[config.mk]
export PLATFORM = sky130hd
export DESIGN_NAME = ordered_queue_delete_by_key_core
export DESIGN_NICKNAME = d
export VERILOG_FILES = /design/src/rtl/oqd_pkg.sv /design/src/rtl/ordered_queue_delete_by_key_core.sv /design/src/rtl/oqd_front.sv /design/src/rtl/oqd_cmd_fifo.sv /design/src/rtl/oqd_back.sv
export SDC_FILE = /design/constraint.sdc
export NUM_CORES = 2
export LEC_CHECK = 0
export BUFFER_PORTS_ARGS = -buffer_cell sky130_fd_sc_hd__buf_2
export CORE_ASPECT_RATIO = 0.9
export CORE_MARGIN = 2
export CORE_UTILIZATION = 30
export DETAILED_ROUTE_END_ITERATION = 7
export SKIP_CTS_REPAIR_TIMING = 1
export SYNTH_ARGS = -nofsm -noshare
export SYNTH_HDL_FRONTEND = slang
export SYNTH_HIERARCHICAL = 1
export SYNTH_SLANG_ARGS = --single-unit
[constraint.sdc]
create_clock -name clock -period 10.7 [get_ports clock]
set_clock_uncertainty 0.05 [all_clocks]
set_input_delay 0.535 -clock clock [delete_from_list [all_inputs] [get_ports clock]]
set_output_delay 0.535 -clock clock [all_outputs]
set_load 0.01 [all_outputs]
[src/rtl/oqd_pkg.sv]
// Shared types and constants for the ordered ticket queue.
// Holds request, response and internal command formats; no dependencies.
package oqd_pkg;

   localparam int DEPTH          = 32;
   localparam int IDX_W          = $clog2(DEPTH);
   localparam int CNT_W          = $clog2(DEPTH + 1);
   localparam int CMD_FIFO_DEPTH = 2;
   localparam int CMD_PTR_W      = $clog2(CMD_FIFO_DEPTH);
   localparam int CMD_CNT_W      = $clog2(CMD_FIFO_DEPTH + 1);

   localparam logic [1:0] OP_INSERT = 2'd0;
   localparam logic [1:0] OP_REMOVE = 2'd1;
   localparam logic [1:0] OP_DUMP   = 2'd2;

   typedef enum logic [1:0] {
      ST_OK    = 2'd0,
      ST_FULL  = 2'd1,
      ST_NOKEY = 2'd2,
      ST_EMPTY = 2'd3
   } status_type;

   typedef enum logic [1:0] {
      CMD_INSERT,
      CMD_REMOVE,
      CMD_DUMP
   } cmd_kind_type;

   typedef enum logic [1:0] {
      BK_IDLE,
      BK_SHIFT,
      BK_DUMP
   } back_state_type;

   typedef struct packed {
      logic [1:0]         operation;
      logic signed [31:0] ticket_value;
   } req_type;

   typedef struct packed {
      logic [1:0]         status;
      logic signed [31:0] entry_value;
      logic               entry_valid;
      logic               last_result;
   } rsp_type;

   typedef struct packed {
      cmd_kind_type       kind;
      logic signed [31:0] value;
   } cmd_type;

endpackage

[src/rtl/ordered_queue_delete_by_key_core.sv]
// Top level of the ordered ticket queue with removal by value.
// Depends on oqd_pkg, oqd_front, oqd_cmd_fifo and oqd_back.
//
//   channel   ports                          beat taken when
//   request   req_push, req_full, req_data   req_push && !req_full
//   response  rsp_pop, rsp_empty, rsp_data   rsp_pop && !rsp_empty
//
// Insert completes from the idle state; remove makes a registered compare across all
// entries, then the shift; dump has a setup step, then emits the entries one by one;
// the back-end sequencer handles one command at a time and sets the rate.
// An accepted request passes through the front register and then the command queue to the back end.
// Synchronous reset clears the occupancy, valid flags, pointers and back-end state; entries stay unwritten.
// A stalled response holds the back end; the command queue absorbs new requests meanwhile.
module ordered_queue_delete_by_key_core import oqd_pkg::*; (
   input  logic    clock,
   input  logic    reset,
   input  logic    req_push,
   input  req_type req_data,
   output logic    req_full,
   output logic    rsp_empty,
   output rsp_type rsp_data,
   input  logic    rsp_pop
);

   logic    front_valid;
   cmd_type front_cmd;
   logic    fifo_full;
   logic    fifo_empty;
   cmd_type fifo_cmd;
   logic    fifo_pop;

   oqd_front u_front (
      .clock     (clock),
      .reset     (reset),
      .req_push  (req_push),
      .req_data  (req_data),
      .req_full  (req_full),
      .cmd_valid (front_valid),
      .cmd_data  (front_cmd),
      .cmd_full  (fifo_full)
   );

   oqd_cmd_fifo u_cmd_fifo (
      .clock    (clock),
      .reset    (reset),
      .wr_valid (front_valid),
      .wr_data  (front_cmd),
      .full     (fifo_full),
      .empty    (fifo_empty),
      .rd_data  (fifo_cmd),
      .rd_pop   (fifo_pop)
   );

   oqd_back u_back (
      .clock     (clock),
      .reset     (reset),
      .cmd_empty (fifo_empty),
      .cmd_data  (fifo_cmd),
      .cmd_pop   (fifo_pop),
      .rsp_empty (rsp_empty),
      .rsp_data  (rsp_data),
      .rsp_pop   (rsp_pop)
   );

endmodule

[src/rtl/oqd_front.sv]
// Front stage: accepts request beats, classifies the operation, drops unused codes.
// Depends on oqd_pkg.
module oqd_front import oqd_pkg::*; (
   input  logic    clock,
   input  logic    reset,
   input  logic    req_push,
   input  req_type req_data,
   output logic    req_full,
   output logic    cmd_valid,
   output cmd_type cmd_data,
   input  logic    cmd_full
);

   logic    valid_ff, valid_in;
   cmd_type cmd_ff, cmd_in;
   logic    accept;
   logic    known;
   cmd_type classified;

   always_comb begin
      known            = 1'b1;
      classified.value = req_data.ticket_value;
      classified.kind  = CMD_INSERT;
      case (req_data.operation)
         OP_INSERT: classified.kind = CMD_INSERT;
         OP_REMOVE: classified.kind = CMD_REMOVE;
         OP_DUMP:   classified.kind = CMD_DUMP;
         default:   known = 1'b0;
      endcase
   end

   assign req_full  = valid_ff && cmd_full;
   assign accept    = req_push && !req_full;
   assign cmd_valid = valid_ff;
   assign cmd_data  = cmd_ff;

   always_comb begin
      valid_in = valid_ff;
      cmd_in   = cmd_ff;
      if (valid_ff && !cmd_full) begin
         valid_in = 1'b0;
      end
      if (accept && known) begin
         valid_in = 1'b1;
         cmd_in   = classified;
      end
   end

   always_ff @(posedge clock) begin
      if (reset) begin
         valid_ff <= 1'b0;
      end else begin
         valid_ff <= valid_in;
      end
      cmd_ff <= cmd_in;
   end

endmodule

[src/rtl/oqd_cmd_fifo.sv]
// Short command queue between the front stage and the back end.
// Depends on oqd_pkg.
module oqd_cmd_fifo import oqd_pkg::*; (
   input  logic    clock,
   input  logic    reset,
   input  logic    wr_valid,
   input  cmd_type wr_data,
   output logic    full,
   output logic    empty,
   output cmd_type rd_data,
   input  logic    rd_pop
);

   cmd_type                slot_ff [CMD_FIFO_DEPTH];
   logic [CMD_PTR_W-1:0]   wr_ptr_ff, wr_ptr_in;
   logic [CMD_PTR_W-1:0]   rd_ptr_ff, rd_ptr_in;
   logic [CMD_CNT_W-1:0]   count_ff, count_in;
   logic                   do_wr, do_rd;

   assign full    = count_ff == CMD_CNT_W'(CMD_FIFO_DEPTH);
   assign empty   = count_ff == '0;
   assign rd_data = slot_ff[rd_ptr_ff];
   assign do_wr   = wr_valid && !full;
   assign do_rd   = rd_pop && !empty;

   always_comb begin
      wr_ptr_in = wr_ptr_ff;
      rd_ptr_in = rd_ptr_ff;
      count_in  = count_ff;
      if (do_wr) begin
         wr_ptr_in = (wr_ptr_ff == CMD_PTR_W'(CMD_FIFO_DEPTH - 1)) ? '0
                                                                   : wr_ptr_ff + 1'b1;
      end
      if (do_rd) begin
         rd_ptr_in = (rd_ptr_ff == CMD_PTR_W'(CMD_FIFO_DEPTH - 1)) ? '0
                                                                   : rd_ptr_ff + 1'b1;
      end
      if (do_wr && !do_rd) begin
         count_in = count_ff + 1'b1;
      end else if (do_rd && !do_wr) begin
         count_in = count_ff - 1'b1;
      end
   end

   always_ff @(posedge clock) begin
      if (reset) begin
         wr_ptr_ff <= '0;
         rd_ptr_ff <= '0;
         count_ff  <= '0;
      end else begin
         wr_ptr_ff <= wr_ptr_in;
         rd_ptr_ff <= rd_ptr_in;
         count_ff  <= count_in;
      end
      if (do_wr) begin
         slot_ff[wr_ptr_ff] <= wr_data;
      end
   end

endmodule

[src/rtl/oqd_back.sv]
// Back end: entry row, compare and shift, dump sequencer and response register.
// Depends on oqd_pkg.
module oqd_back import oqd_pkg::*; (
   input  logic    clock,
   input  logic    reset,
   input  logic    cmd_empty,
   input  cmd_type cmd_data,
   output logic    cmd_pop,
   output logic    rsp_empty,
   output rsp_type rsp_data,
   input  logic    rsp_pop
);

   logic signed [31:0] entries_ff [DEPTH];
   logic signed [31:0] entries_in [DEPTH];
   logic [CNT_W-1:0]   cnt_ff, cnt_in;
   logic [IDX_W-1:0]   idx_ff, idx_in;
   logic [DEPTH-1:0]   match_ff, match_in;
   logic [DEPTH-1:0]   first_hit, keep_mask;
   back_state_type     state_ff, state_in;
   logic               out_valid_ff, out_valid_in;
   rsp_type            out_ff, out_in;
   logic               out_free;
   logic               is_last;

   assign out_free  = !out_valid_ff || rsp_pop;
   assign rsp_empty = !out_valid_ff;
   assign rsp_data  = out_ff;
   assign first_hit = match_ff & (~match_ff + DEPTH'(1));
   assign keep_mask = first_hit - DEPTH'(1);
   assign is_last   = CNT_W'(idx_ff) == cnt_ff - CNT_W'(1);

   always_comb begin
      match_in = match_ff;
      if (state_ff == BK_IDLE) begin
         for (int i = 0; i < DEPTH; i++) begin
            match_in[i] = (entries_ff[i] == cmd_data.value) && (CNT_W'(i) < cnt_ff);
         end
      end
   end

   always_comb begin
      state_in     = state_ff;
      cnt_in       = cnt_ff;
      idx_in       = idx_ff;
      cmd_pop      = 1'b0;
      entries_in   = entries_ff;
      out_in       = out_ff;
      out_valid_in = out_valid_ff && !rsp_pop;
      case (state_ff)
         BK_IDLE: begin
            if (!cmd_empty && out_free) begin
               cmd_pop = 1'b1;
               out_in  = '{status: ST_OK, entry_value: '0, entry_valid: 1'b0,
                           last_result: 1'b1};
               case (cmd_data.kind)
                  CMD_INSERT: begin
                     out_valid_in = 1'b1;
                     if (cnt_ff == CNT_W'(DEPTH)) begin
                        out_in.status = ST_FULL;
                     end else begin
                        entries_in[cnt_ff[IDX_W-1:0]] = cmd_data.value;
                        cnt_in = cnt_ff + 1'b1;
                     end
                  end
                  CMD_REMOVE: begin
                     if (cnt_ff == '0) begin
                        out_valid_in  = 1'b1;
                        out_in.status = ST_EMPTY;
                     end else begin
                        state_in = BK_SHIFT;
                     end
                  end
                  CMD_DUMP: begin
                     if (cnt_ff == '0) begin
                        out_valid_in  = 1'b1;
                        out_in.status = ST_EMPTY;
                     end else begin
                        idx_in   = '0;
                        state_in = BK_DUMP;
                     end
                  end
                  default: begin
                     out_valid_in = 1'b0;
                  end
               endcase
            end
         end
         BK_SHIFT: begin
            if (out_free) begin
               out_valid_in = 1'b1;
               out_in = '{status: ST_OK, entry_value: '0, entry_valid: 1'b0,
                          last_result: 1'b1};
               if (match_ff == '0) begin
                  out_in.status = ST_NOKEY;
               end else begin
                  for (int i = 0; i < DEPTH - 1; i++) begin
                     if (!keep_mask[i]) begin
                        entries_in[i] = entries_ff[i + 1];
                     end
                  end
                  cnt_in = cnt_ff - 1'b1;
               end
               state_in = BK_IDLE;
            end
         end
         BK_DUMP: begin
            if (out_free) begin
               out_valid_in = 1'b1;
               out_in = '{status: ST_OK, entry_value: entries_ff[idx_ff], entry_valid: 1'b1,
                          last_result: is_last};
               idx_in = idx_ff + 1'b1;
               if (is_last) begin
                  state_in = BK_IDLE;
               end
            end
         end
         default: begin
            state_in = BK_IDLE;
         end
      endcase
   end

   always_ff @(posedge clock) begin
      if (reset) begin
         state_ff     <= BK_IDLE;
         cnt_ff       <= '0;
         out_valid_ff <= 1'b0;
      end else begin
         state_ff     <= state_in;
         cnt_ff       <= cnt_in;
         out_valid_ff <= out_valid_in;
      end
      idx_ff     <= idx_in;
      match_ff   <= match_in;
      out_ff     <= out_in;
      entries_ff <= entries_in;
   end

endmodule
==> impl_metrics.env <==
export IMPL_status="finished, final reports clean"
export IMPL_timing_final_crit_share_pct=53.3
export IMPL_final_cells=7936
export IMPL_syn_inst=4945
export IMPL_dp_slack_ps=5210
export IMPL_synth_edf_count=1199
export IMPL_clk_pin_slew_ps=60
export IMPL_worstPathRequired_ps=11290
export IMPL_syn_avg_cell_area_sq_um=13.9
export IMPL_yosysWarnings=6
export IMPL_final_common_cell="edfxtp_1"
export IMPL_cp_slowest_cell="nor2_2"
export IMPL_routed_wl_mm=273
export IMPL_power_density_mw_per_mm2=231
export IMPL_final_setup_worst_slack_ps=5000
export IMPL_cts_max_path_buffers=3
export IMPL_die_x_microns=508
export IMPL_dp_cells=7651
export IMPL_worstMarginPinSlew_ps=1330
export IMPL_io_pins=76
export IMPL_rows=166
export IMPL_clk_latency_ps=830
export IMPL_ant_nets=0
export IMPL_fin_nets=4858
export IMPL_power_leakage_nw=25.3
export IMPL_drtIter0Drc=8631
export IMPL_yosysSeqAreaShare_pct=52.8
export IMPL_clkSinkCount=1214
export IMPL_syn_to_final_growth_pct=11.9
export IMPL_min_period_ps=5700
export IMPL_hpwl_mm=190
export IMPL_grt_use_total_pct=22.6
export IMPL_detail_route_wl_per_cell_microns=34.4
export IMPL_gp_congestion=0.993
export IMPL_ir_drop_mv=0.126
export IMPL_crit_chain="buf_4 -> mux2_2 -> inv_1 -> ha_1 -> or4b_1 -> nor2_2 -> nand2_2 -> nor2_2 -> a22o_1"
export IMPL_finalPower_w=0.0178
export IMPL_fin_setup_tns_ps=0
export IMPL_synth_flop_cell="edfxtp_1"
export IMPL_port_buffers=75
export IMPL_start_util_pct=30.2
export IMPL_drtPass1Iterations=6
export IMPL_crit_fanout=32
export IMPL_slowest_delay_ps=1110
export IMPL_cts_tree="yes"
export IMPL_final_cell_mix="edfxtp_1, a22o_1, xor2_1"
export IMPL_cpMostUsedCell="nor2_2"
export IMPL_criticalPathCategory="register to register"
export IMPL_grt_max_degree=186
export IMPL_drc=0
export IMPL_grt_pass1_vias=45000
export IMPL_crit_family="simple AND/OR/NAND/NOR gates"
export IMPL_setup_violations=0
export IMPL_core_area_sq_mm=0.228
export IMPL_viasPerCell=6.18
export IMPL_die_area_sq_mm=0.233
export IMPL_die_y_microns=458
export IMPL_grt_ovfl_total=0
export IMPL_hp_class="primary input to register"
export IMPL_ys_types=68
export IMPL_max_cap_violations=0
export IMPL_h_tree_depth=4
export IMPL_rsz0062_at_grt="false"
export IMPL_antenna_found_initial=39
export IMPL_clockRootBuffer="clkbuf_16"
export IMPL_num_vias=49000
export IMPL_max_freq_ghz=0.175
export IMPL_setup_worst_path_start_class="register"
export IMPL_max_slew_margin_pct=11.5
export IMPL_crit_buf_inv=2
export IMPL_cts_made_buffers=140
export IMPL_synth_seq_cells=1214
export IMPL_syn_area_sq_mm=0.0687
export IMPL_crit_arrival_ps=6290
export IMPL_drive_gt1_share_pct=17.2
export IMPL_hold_viol=0
export IMPL_async_flop_share_pct=0
export IMPL_slew_viol_final=0
export IMPL_critPathCaptureType="register"
export IMPL_fin_hold_ws_ps=140
export IMPL_grt_pass1_wl_mm=374
export IMPL_synth_fp_nets=5001
-- sequential cells by signal, indices dropped and copies added, names as in the netlist, named ones only --
signal / flops
u_back/out_valid_ff: 1
u_back/cnt_ff: 6
u_cmd_fifo/count_ff: 2
u_back/state_ff: 2
u_back/match_ff: 32
u_cmd_fifo/slot_ff: 68
u_cmd_fifo/rd_ptr_ff: 1
u_back/rsp_data: 36
u_cmd_fifo/wr_ptr_ff: 1
u_back/entries_ff: 1024
u_front/cmd_valid: 1
u_front/cmd_data: 34
u_back/idx_ff: 5
-- through the flow --
| step | area (sq um) | util, % |
|---|---|---|
| final | 76900 | 33.8 |
| after global routing | 76900 | 33.8 |
| after CTS | 76600 | 33.6 |
| after detailed placement | 72300 | 31.7 |
| after global placement | 72300 | 31.7 |
| after floorplan | 68700 | - |
-- worst min-delay path: cells and delay by family --
kind	cells	cell delay [ps]
adder cells (fa/ha/maj)	1	140
buffers and inverters	1	100
AND/OR/NAND/NOR	1	40
-- cell families after synthesis --
group	share of synthesized area, %
DFF	52.8
AOI/OAI and AO/OA	14.0
xor gates and xnor gates	13.3
buffers and inverters	3.74
and+or+nand+nor	4.80
muxes	11.1
adders and majority gates	0.328
-- layout make-up --
class                      count  area, sq um
sequential                  1214        36300
tap                         3024         3780
clock buffer                 185         3800
multi-input combinational   3106        30300
fill                       22200       151000
timing repair buffer         258         1880
inverter                      82          308
antenna                       12         30.0
clock inverter                55          502
-- layer usage --
| metal | vias to the layer above | track usage [%] | wire [microns] |
|---|---|---|---|
| li1 | 19300 | - | - |
| met1 | 25400 | 32.4 | 109000 |
| met2 | 3832 | 30.6 | 111000 |
| met3 | 448 | 9.33 | 43400 |
| met4 | 28 | 7.06 | 9400 |
| met5 | - | 0 | 166 |
-- where the power goes --
group / leakage (nW) / total [W] / switching [W] / internal, W
Combinational: 11.8 / 0.00584 / 0.00396 / 0.00188
Clock: 2.09 / 0.00471 / 0.00203 / 0.00268
Sequential: 11.4 / 0.00723 / 0.000870 / 0.00636
Total: 25.3 / 0.0178 / 0.00686 / 0.0109
-- path summary, 6_finish.rpt --
check | from | to | slack, ps | cells after the start
min | req_data[33] | u_front/cmd_data[33]$_SDFFCE_PN0P_ | 140 | 3
min reg2reg | u_front/cmd_data[13]$_DFFE_PP_ | u_cmd_fifo/slot_ff[0][13]$_DFFE_PP_ | 390 | 0
max | register | u_back/entries_ff[651]$_DFFE_PP_ | 5000 | 9
max reg2reg | register | u_back/entries_ff[651]$_DFFE_PP_ | 5000 | 9
-- synthesized netlist by cell type, types with 61 or more instances --
cell      number  area share [%]
xor2_1       610             7.8
nand4_1      125             1.1
mux4_2       320              10
buf_1         61            0.33
inv_1         81            0.44
clkbuf_1     345             1.9
buf_2        115            0.84
xnor2_1      430             5.5
a22o_1       992              13
edfxtp_1    1199              52
nor4_1       184             1.7
No activity file was read; power rests on OpenSTA's default activity.
